### src/sv/tlc_pkg.sv
`default_nettype none
package tlc_pkg;
  localparam int ENTRIES_DEF   = 32;
  localparam int TILE_ROWS_DEF = 1024;
  localparam int ROW_MARGIN_DEF = 64;
  localparam int WIDTH_LIMIT   = 8192;
  localparam logic [13:0] ROW_WIDTH_RST   = 14'd1024;
  localparam logic [5:0]  MAX_TILES_RST   = 6'd24;
  localparam logic [30:0] BYTE_BUDGET_RST = 31'd167772160;
  localparam logic [30:0] BYTES_CAP       = 31'h7FFF_FFFF;

  localparam logic [1:0] CMD_ACCESS = 2'd0;
  localparam logic [1:0] CMD_INVAL  = 2'd1;
  localparam logic [1:0] CMD_CLEAR  = 2'd2;

  localparam logic [2:0] EV_HIT   = 3'd0;
  localparam logic [2:0] EV_MISS  = 3'd1;
  localparam logic [2:0] EV_EVICT = 3'd2;
  localparam logic [2:0] EV_INVAL = 3'd3;
  localparam logic [2:0] EV_DONE  = 3'd4;

  localparam logic [1:0] REG_ROW_WIDTH   = 2'd0;
  localparam logic [1:0] REG_MAX_TILES   = 2'd1;
  localparam logic [1:0] REG_BYTE_BUDGET = 2'd2;
endpackage
`default_nettype wire

### src/sv/tile_lru_cache_with_byte_budget.sv
`default_nettype none
// Tile LRU cache with byte budget.
// Input channel (in_valid/in_stall): one transfer carries a command: access a
// tile, invalidate a row range, or clear. Output channel (out_valid/out_stall):
// each command yields one or more result transfers, the final one with last=1.
// Access: optional eviction for room, then hit/miss event, then end-of-frame
// budget evictions. Invalidate: one event per removed tile, then done.
// All work runs through one sequencer that visits the ENTRIES slots one per
// cycle, pausing in an invalidate to emit each removed tile: the tag match,
// the free-slot search, the LRU age compare and the invalidate range test all
// share that single slot walk. An access walks (S_SCAN), decides (S_DEC) and
// emits (S_EMIT); a room eviction repeats S_EMIT and S_DEC, each end-of-frame
// eviction walks again (S_AGE). A clear, an unknown command, a bad width or
// an empty range goes straight to S_EMIT; an invalidate walks (S_INV), then
// emits done (S_FIN). The row-range bounds use arithmetic shifts (TILE_ROWS
// is a power of two). in_stall is high while a command is in progress or a
// result waits; the next command is taken the cycle after the final result
// transfer. A stalled result stays in the output register and S_EMIT waits;
// nothing is lost. Reset (rst, synchronous) empties the store, zeroes the
// use counter, byte total and frame counts, and loads the register defaults.
module tile_lru_cache_with_byte_budget #(
  parameter int ENTRIES    = tlc_pkg::ENTRIES_DEF,
  parameter int TILE_ROWS  = tlc_pkg::TILE_ROWS_DEF,
  parameter int ROW_MARGIN = tlc_pkg::ROW_MARGIN_DEF
) (
  input  wire logic        clk,
  input  wire logic        rst,
  input  wire logic        in_valid,
  output logic             in_stall,
  input  wire logic [1:0]  command,
  input  wire logic [13:0] tile_num,
  input  wire logic        first_of_frame,
  input  wire logic        end_of_frame,
  input  wire logic signed [24:0] top_row,
  input  wire logic signed [24:0] bottom_row,
  output logic             out_valid,
  input  wire logic        out_stall,
  output logic [2:0]       event_res,
  output logic [13:0]      event_tile,
  output logic [5:0]       tiles_held,
  output logic [30:0]      bytes_held,
  output logic [15:0]      frame_hits,
  output logic [15:0]      frame_misses,
  output logic             last,
  input  wire logic        psel,
  input  wire logic        penable,
  input  wire logic        pwrite,
  input  wire logic [3:0]  paddr,
  input  wire logic [31:0] pwdata,
  output logic [31:0]      prdata,
  output logic             pready
);
  import tlc_pkg::*;

  localparam int SW = $clog2(ENTRIES);
  localparam int CW = $clog2(ENTRIES + 1);
  localparam int TSH = $clog2(TILE_ROWS);

  typedef enum logic [6:0] {
    S_IDLE  = 7'b0000001,
    S_SCAN  = 7'b0000010,  // match / free / oldest walk
    S_DEC   = 7'b0000100,
    S_AGE   = 7'b0001000,  // oldest walk for end-of-frame
    S_EMIT  = 7'b0010000,
    S_INV   = 7'b0100000,
    S_FIN   = 7'b1000000
  } state_t;

  typedef enum logic [1:0] {
    P_ROOM = 2'd0, P_INS = 2'd1, P_EOF = 2'd2, P_INV = 2'd3
  } phase_t;

  state_t state;
  phase_t phase;

  logic [13:0] row_width;
  logic [5:0]  max_tiles;
  logic [30:0] byte_budget;

  logic [ENTRIES-1:0] entry_valid;
  logic [13:0] entry_tile  [ENTRIES];
  logic [31:0] entry_stamp [ENTRIES];
  logic [31:0] use_counter;
  logic [30:0] bytes_total;
  logic [15:0] hit_count, miss_count;
  logic [CW-1:0] held;

  logic [13:0] tile_r;
  logic        eof_r;
  logic [24:0] inv_first, inv_last;

  logic [SW-1:0] idx, ins_slot, hit_slot, free_slot, best_slot;
  logic          hit_f, free_f, best_f;
  logic [31:0]   best_age;
  logic          idx_end;

  // event to present after S_EMIT
  logic [2:0]  ev_code;
  logic [13:0] ev_tile;
  logic        ev_last;
  logic        ev_trim;   // hit/miss or trim eviction: final unless trim goes on

  // tile cost = row_width * 4 * TILE_ROWS
  logic [31:0] cost;
  assign cost = 32'(row_width) << (2 + TSH);

  logic [31:0] age_i;
  assign age_i = use_counter - entry_stamp[idx];
  assign idx_end = (idx == SW'(ENTRIES - 1));

  logic width_bad;
  assign width_bad = (row_width == 14'd0) || (row_width > 14'(WIDTH_LIMIT));

  logic over_budget;
  assign over_budget = (32'(held) > 32'(max_tiles)) || (bytes_total > byte_budget);

  // another end-of-frame eviction follows: over budget and a tile other than
  // the one just touched is still held
  logic trim_more, emit_last;
  assign trim_more = eof_r && over_budget && (held > CW'(1));
  assign emit_last = ev_trim ? !trim_more : ev_last;

  logic [31:0] sub_b, add_b;
  assign sub_b = (32'(bytes_total) >= cost) ? 32'(bytes_total) - cost : 32'd0;
  assign add_b = 32'(bytes_total) + cost;

  // invalidate bounds
  logic signed [25:0] t_m, b_m;
  logic signed [25:0] f_d, l_d;
  assign t_m = 26'(signed'(top_row)) - 26'(ROW_MARGIN);
  assign b_m = 26'(signed'(bottom_row)) + 26'(ROW_MARGIN) - 26'sd1;
  assign f_d = t_m >>> TSH;
  assign l_d = b_m >>> TSH;

  logic in_range;
  assign in_range = entry_valid[idx] &&
                    ($signed({11'd0, entry_tile[idx]}) >= $signed(inv_first)) &&
                    ($signed({11'd0, entry_tile[idx]}) <= $signed(inv_last));

  assign in_stall = (state != S_IDLE) || out_valid;
  assign pready = 1'b1;

  always_comb begin
    prdata = 32'd0;
    unique case (paddr[3:2])
      REG_ROW_WIDTH:   prdata = 32'(row_width);
      REG_MAX_TILES:   prdata = 32'(max_tiles);
      REG_BYTE_BUDGET: prdata = 32'(byte_budget);
      default:         prdata = 32'd0;
    endcase
  end

  always_ff @(posedge clk) begin
    if (rst) begin
      row_width <= ROW_WIDTH_RST;
      max_tiles <= MAX_TILES_RST;
      byte_budget <= BYTE_BUDGET_RST;
    end else if (psel && penable && pwrite) begin
      unique case (paddr[3:2])
        REG_ROW_WIDTH:   row_width <= pwdata[13:0];
        REG_MAX_TILES:   max_tiles <= pwdata[5:0];
        REG_BYTE_BUDGET: byte_budget <= pwdata[30:0];
        default: ;
      endcase
    end
  end

  // sequencer, cache store, counters and output register
  always_ff @(posedge clk) begin
    if (rst) begin
      state <= S_IDLE;
      phase <= P_ROOM;
      out_valid <= 1'b0;
      entry_valid <= '0;
      use_counter <= '0;
      bytes_total <= '0;
      hit_count <= '0;
      miss_count <= '0;
      held <= '0;
    end else begin
      // S_EMIT reloads the output register itself
      if (out_valid && !out_stall && state != S_EMIT) out_valid <= 1'b0;
      unique case (state)
        S_IDLE: begin
          if (in_valid && !in_stall) begin
            tile_r <= tile_num;
            eof_r <= end_of_frame;
            inv_first <= (f_d < 0) ? 25'd0 : f_d[24:0];
            inv_last  <= (l_d < ((f_d < 0) ? 26'sd0 : f_d)) ?
                         ((f_d < 0) ? 25'd0 : f_d[24:0]) : l_d[24:0];
            idx <= '0;
            hit_f <= 1'b0; free_f <= 1'b0; best_f <= 1'b0;
            ev_trim <= 1'b0;
            if (command == CMD_ACCESS && !width_bad) begin
              if (first_of_frame) begin
                hit_count <= '0; miss_count <= '0;
              end
              phase <= P_ROOM;
              state <= S_SCAN;
            end else if (command == CMD_INVAL) begin
              if (bottom_row > top_row) begin
                phase <= P_INV;
                state <= S_INV;
              end else begin
                ev_code <= EV_DONE; ev_tile <= '0; ev_last <= 1'b1;
                state <= S_EMIT;
              end
            end else begin
              if (command == CMD_CLEAR) begin
                entry_valid <= '0; held <= '0; bytes_total <= '0;
                hit_count <= '0; miss_count <= '0;
              end
              ev_code <= EV_DONE; ev_tile <= '0; ev_last <= 1'b1;
              state <= S_EMIT;
            end
          end
        end
        S_SCAN: begin
          if (entry_valid[idx] && entry_tile[idx] == tile_r && !hit_f) begin
            hit_f <= 1'b1; hit_slot <= idx;
          end
          if (!entry_valid[idx] && !free_f) begin
            free_f <= 1'b1; free_slot <= idx;
          end
          if (entry_valid[idx] && (!best_f || age_i > best_age)) begin
            best_f <= 1'b1; best_slot <= idx; best_age <= age_i;
          end
          if (idx_end) state <= S_DEC;
          else idx <= idx + 1'b1;
        end
        S_DEC: begin
          // decide after a full walk or a room eviction (phase room/insert or end-of-frame)
          if (phase == P_EOF) begin
            if (best_f && over_budget) begin
              entry_valid[best_slot] <= 1'b0;
              held <= held - 1'b1;
              bytes_total <= sub_b[30:0];
              ev_code <= EV_EVICT; ev_tile <= entry_tile[best_slot];
              ev_last <= 1'b0; ev_trim <= 1'b1;
              state <= S_EMIT;
            end else begin
              state <= S_FIN;
            end
          end else if (hit_f) begin
            if (hit_count != 16'hFFFF) hit_count <= hit_count + 1'b1;
            entry_stamp[hit_slot] <= use_counter;
            use_counter <= use_counter + 1'b1;
            ins_slot <= hit_slot;
            ev_code <= EV_HIT; ev_tile <= tile_r; ev_last <= 1'b0; ev_trim <= 1'b1;
            phase <= P_INS;
            state <= S_EMIT;
          end else if (free_f || phase == P_INS) begin
            // miss already counted when room was made
            if (phase == P_ROOM && miss_count != 16'hFFFF) miss_count <= miss_count + 1'b1;
            entry_valid[free_f ? free_slot : best_slot] <= 1'b1;
            entry_tile[free_f ? free_slot : best_slot] <= tile_r;
            entry_stamp[free_f ? free_slot : best_slot] <= use_counter;
            ins_slot <= free_f ? free_slot : best_slot;
            use_counter <= use_counter + 1'b1;
            held <= held + 1'b1;
            bytes_total <= (add_b > 32'(BYTES_CAP)) ? BYTES_CAP : add_b[30:0];
            ev_code <= EV_MISS; ev_tile <= tile_r; ev_last <= 1'b0; ev_trim <= 1'b1;
            phase <= P_INS;
            state <= S_EMIT;
          end else begin
            // full store: evict oldest for room, slot reused by insert
            if (miss_count != 16'hFFFF) miss_count <= miss_count + 1'b1;
            entry_valid[best_slot] <= 1'b0;
            held <= held - 1'b1;
            bytes_total <= sub_b[30:0];
            ev_code <= EV_EVICT; ev_tile <= entry_tile[best_slot];
            ev_last <= 1'b0; ev_trim <= 1'b0;
            phase <= P_INS;
            state <= S_EMIT;
          end
        end
        S_AGE: begin
          if (entry_valid[idx] && idx != ins_slot &&
              (!best_f || age_i > best_age)) begin
            best_f <= 1'b1; best_slot <= idx; best_age <= age_i;
          end
          if (idx_end) state <= S_DEC;
          else idx <= idx + 1'b1;
        end
        S_INV: begin
          if (in_range) begin
            entry_valid[idx] <= 1'b0;
            held <= held - 1'b1;
            bytes_total <= sub_b[30:0];
            ev_code <= EV_INVAL; ev_tile <= entry_tile[idx]; ev_last <= 1'b0;
            state <= S_EMIT;
          end else if (idx_end) begin
            state <= S_FIN;
          end else begin
            idx <= idx + 1'b1;
          end
        end
        S_EMIT: begin
          if (!out_valid || !out_stall) begin
            out_valid <= 1'b1;
            event_res <= ev_code;
            event_tile <= ev_tile;
            tiles_held <= 6'(held);
            bytes_held <= bytes_total;
            frame_hits <= hit_count;
            frame_misses <= miss_count;
            last <= emit_last;
            if (emit_last) begin
              state <= S_IDLE;
            end else if (phase == P_INV) begin
              if (idx_end) state <= S_FIN;
              else begin
                idx <= idx + 1'b1;
                state <= S_INV;
              end
            end else if (phase == P_INS && ev_code == EV_EVICT) begin
              // room made: insert into freed slot
              free_f <= 1'b1; free_slot <= best_slot; hit_f <= 1'b0;
              state <= S_DEC;
            end else begin
              // end-of-frame evictions
              phase <= P_EOF;
              idx <= '0; best_f <= 1'b0;
              state <= S_AGE;
            end
          end
        end
        S_FIN: begin
          ev_code <= EV_DONE; ev_tile <= '0; ev_last <= 1'b1; ev_trim <= 1'b0;
          state <= S_EMIT;
        end
        default: state <= S_IDLE;
      endcase
    end
  end
endmodule
`default_nettype wire

### config.mk
export PLATFORM = sky130hd
export DESIGN_NAME = tile_lru_cache_with_byte_budget
export DESIGN_NICKNAME = d
export VERILOG_FILES = /design/src/sv/tlc_pkg.sv /design/src/sv/tile_lru_cache_with_byte_budget.sv
export SDC_FILE = /design/constraint.sdc
export NUM_CORES = 2
export LEC_CHECK = 0
export BUFFER_PORTS_ARGS = -buffer_cell sky130_fd_sc_hd__buf_4
export CAP_MARGIN = 20
export CORE_MARGIN = 4
export CORE_UTILIZATION = 35
export DETAILED_ROUTE_END_ITERATION = 16
export PLACE_DENSITY_LB_ADDON = 0.08
export REMOVE_ABC_BUFFERS = 1
export SYNTH_ARGS = -nofsm -noshare
export SYNTH_HDL_FRONTEND = slang
export SYNTH_SLANG_ARGS = --single-unit
export TNS_END_PERCENT = 100
### constraint.sdc
create_clock -name clk -period 24.7 [get_ports clk]
set_clock_uncertainty 0.2 [all_clocks]
set_input_delay 2.47 -clock clk [delete_from_list [all_inputs] [get_ports clk]]
set_output_delay 2.47 -clock clk [all_outputs]
set_load 0.005 [all_outputs]
==> results.md <==
* Residual DRC at 0
* Yosys cell types at 89
* Wire length on met2 at 121,000 um
* Synthesis-stage register bit count at 1,887
* CORE AREA at ~240,000 um2
* # hold bufs at CTS at 0
* Ratio of cells with drive above 1 in the final layout at 0.236
* Die area at roughly 250,000 um2
* Clk_lat worst skew at 0.85 ns
* WL met1 at roughly 120,000 um
* DR WL met3 at about 10,000 um
* Initial cell density of the core at 0.353
* Vias per cell at roughly 5.5
* Lkg Pwr at between 0.03 and 0.04 uW
* Largest net degree at the start of global routing at 77
* Slowest cell on crit path: dfxtp_4
* Count leader, synth: edfxtp_1
* Antenna violations before repair at 1
* Post-route ant nets at 0
* Routed via count at approximately 49,000
* Max-cap violation count at 0
* H-tree levels at 4
* Peak Freq at ~95 MHz
* Commonest cells in the netlist: edfxtp_1 (1,683), mux4_2 (536), nand2_1 (283), nor2_1 (280), a21oi_1 (210)
* CTS buffer count at between 200 and 250
* Pwr dens at around 98 nW/um2
* Sequential area share after synthesis at 0.648
* Hold crit path type: reg -> reg
* Endpoints failing setup at 0
* Synthesis-to-layout area growth at 15.3%
* Status: finished, final reports clean
* Clk sinks at around 1,900
* Iteration-0 DRC Markers at between 4,000 and 5,000
* Least-Margin Pin Slew at 1.21 ns
* Number of enable flip-flop cells after synthesis at roughly 1,700
* Critical path required time at between 20 and 25 ns
* Top layer used by detailed routing: met4
* Drt total wl at 251,000 um
* VDD IR max at approximately 0.000063 V
* Post-synth top area share at 0.600
* Vias in the first global route at about 49,000
* Input/output buffers at about 230
* Final period utilization at 0.425
* First-pass GRT wire length at 363,000 um
* Worst R2R Setup Slack at between 10 and 15 ns
* IO Count at 233
* Arrival time worst endpoint at 10.76 ns
* Fraction of registers with async set/reset at 0
* Post-Synthesis Cells at around 5,200
* Fin. Hold Viols at 0
* Power Total at about 9500 uW
* DR WL/cell at roughly 28 um
* Drt pass-1 iters at 7
* Worst relative slew slack at 0.188
* Cell count of the worst reg-to-reg path at 26
* Tmin final at 10.50 ns
* CP Max Fanout at 39
* Hold depth at 0
* Post-route setup TNS at 0 ns
* Mapped Area at between 80,000 and 90,000 um2
* Clock Pin Slew Worst Setup and Hold Paths at roughly 0.050 ns
* CTS tree: yes
* CP Class: reg -> reg
* Max-slew violations at 0
* GRT Util Overall at 0.199
* Post-DP HPWL at ~150,000 um
* Total gr overflow at 0
* Die Wd at between 400 and 500 um
* RSZ-0062 raised after global routing: no
* Hold Path Sink: event_tile[9]
* Site Rows at roughly 180
* CTS Buffer Depth at 3
* Fill cell count at ~22,000
* Clock Tree Root: clkbuf_16
* Hold Path Origin: ev_tile[9]
* Cell taking the most area after synthesis: edfxtp_1
* Post CTS Setup Buffer Count at 0
* Routability cong. at ~0.8
* Die Ht at between 400 and 500 um
* Crit path top cell by count: buf_4
* CP startpoint kind: flop
* Combined buffer and inverter count along the critical path at 7
* Top cells by area, synth: edfxtp_1 (60%), mux4_2 (14%), dfxtp_1 (4.8%)
* Fin nets at 5,816
* Worst reg2reg path endpoint: best_age[14]
* Avg Cell Area, Syn at between 15 and 20 um2
* Top FF cell, synth: edfxtp_1
* Syn. warnings at 0
* Worst setup EP type: flop
* Crit-path leading delay family: buffers and inverters
* CP peak stage delay at between 0.9 and 1 ns
* Post_cts resized at 0
==> final cells by class <==
type,instances,area [um2],area share
antenna,2,5.00,0.0000515
multi-input combinational,2821,28200,0.290
inverter,207,779,0.00802
clock buffer,280,5650,0.0581
clock inverter,104,887,0.00913
sequential,1887,54600,0.562
timing repair buffer,372,3090,0.0318
tap,3167,3960,0.0408
==> sequential cells by signal, indices dropped and copies added (netlist names), 14 cells and up, named ones only <==
register and count:
frame_hits 16, bytes_total 31, inv_last 16, hit_count 16
byte_budget 31, row_width 14, entry_stamp 1024, miss_count 16
inv_first 15, frame_misses 16, ev_tile 14, entry_tile 448
tile_r 14, entry_valid 32, best_age 32, use_counter 32
event_tile 14, bytes_held 31
==> metal layers <==
layer / vias up / track usage
met3: 305 / 0.0253
met1: 25720 / 0.283
met4: 0 / 0.0417
li1: 21377 / -
met2: 1204 / 0.328
met5: - / 0
==> placed cells by master, fill, tap and decap left out, types with 57 or more instances in the layout <==
cell type / instances
inv_1: 205
ha_1: 205
o21ai_0: 122
buf_4: 355
nor2_1: 215
a21oi_1: 210
nand2_1: 283
edfxtp_1: 1683
nor2_4: 64
clkbuf_16: 210
xnor2_1: 72
nor3_1: 103
mux4_2: 536
mux2i_1: 133
dfxtp_1: 195
nand3_1: 91
clkbuf_1: 57
==> power by group <==
part           leakage, uW  internal [uW]  total, uW  switching, uW
clock              0.00318           1700       3000           1300
combinational       0.0121           1230       2820           1590
sequential          0.0170           3550       3670            120
==> logic make-up (layout without fill, tap and decap cells) <==
kind of cell,count (synthesis),count (layout),share of synthesized area
AND/OR/NAND/NOR,1049,1049,0.0597
other,2,7,0.0000891
adder cells (fa/ha/maj),208,208,0.0311
AO/OA/AOI/OAI,711,711,0.0546
flip-flops,1887,1887,0.648
XOR/XNOR,124,124,0.0129
multiplexers,724,724,0.170
buffers and inverters,478,963,0.0240
==> stage by stage <==
| step | hold slack (ns) | instance area (um2) | utilization | worst slack, ns | cells |
|---|---|---|---|---|---|
| 3_5_place_dp | 0.206 | 90300 | 0.378 | 13.77 | 8440 |
| 2_1_floorplan | 0.200 | 83100 | - | 5.64 | 4915 |
| 4_1_cts | 0.220 | 96800 | 0.406 | 13.75 | 8824 |
| 5_1_grt | 0.228 | 97200 | 0.407 | 13.28 | 8840 |
| 3_3_place_gp | 0.206 | 90300 | 0.378 | 13.75 | 8438 |
| 6_report | 0.218 | 97200 | 0.407 | 14.20 | 8840 |
==> worst max-delay path by stage <==
| stage | start | endpoint | slack, ns | depth (start not counted) |
|---|---|---|---|---|
| 6_report | flop | best_age[14] | 14.20 | 26 |
| 3_3_place_gp | flop | best_age[29] | 13.75 | 26 |
| 3_5_place_dp | flop | best_age[31] | 13.77 | 26 |
| 5_1_grt | flop | best_age[12] | 13.28 | 26 |
| 2_1_floorplan | flop | best_age[0] | 5.64 | 25 |
| 4_1_cts | flop | best_age[14] | 13.75 | 26 |
Note: power is estimated with default switching activity, not from simulation.
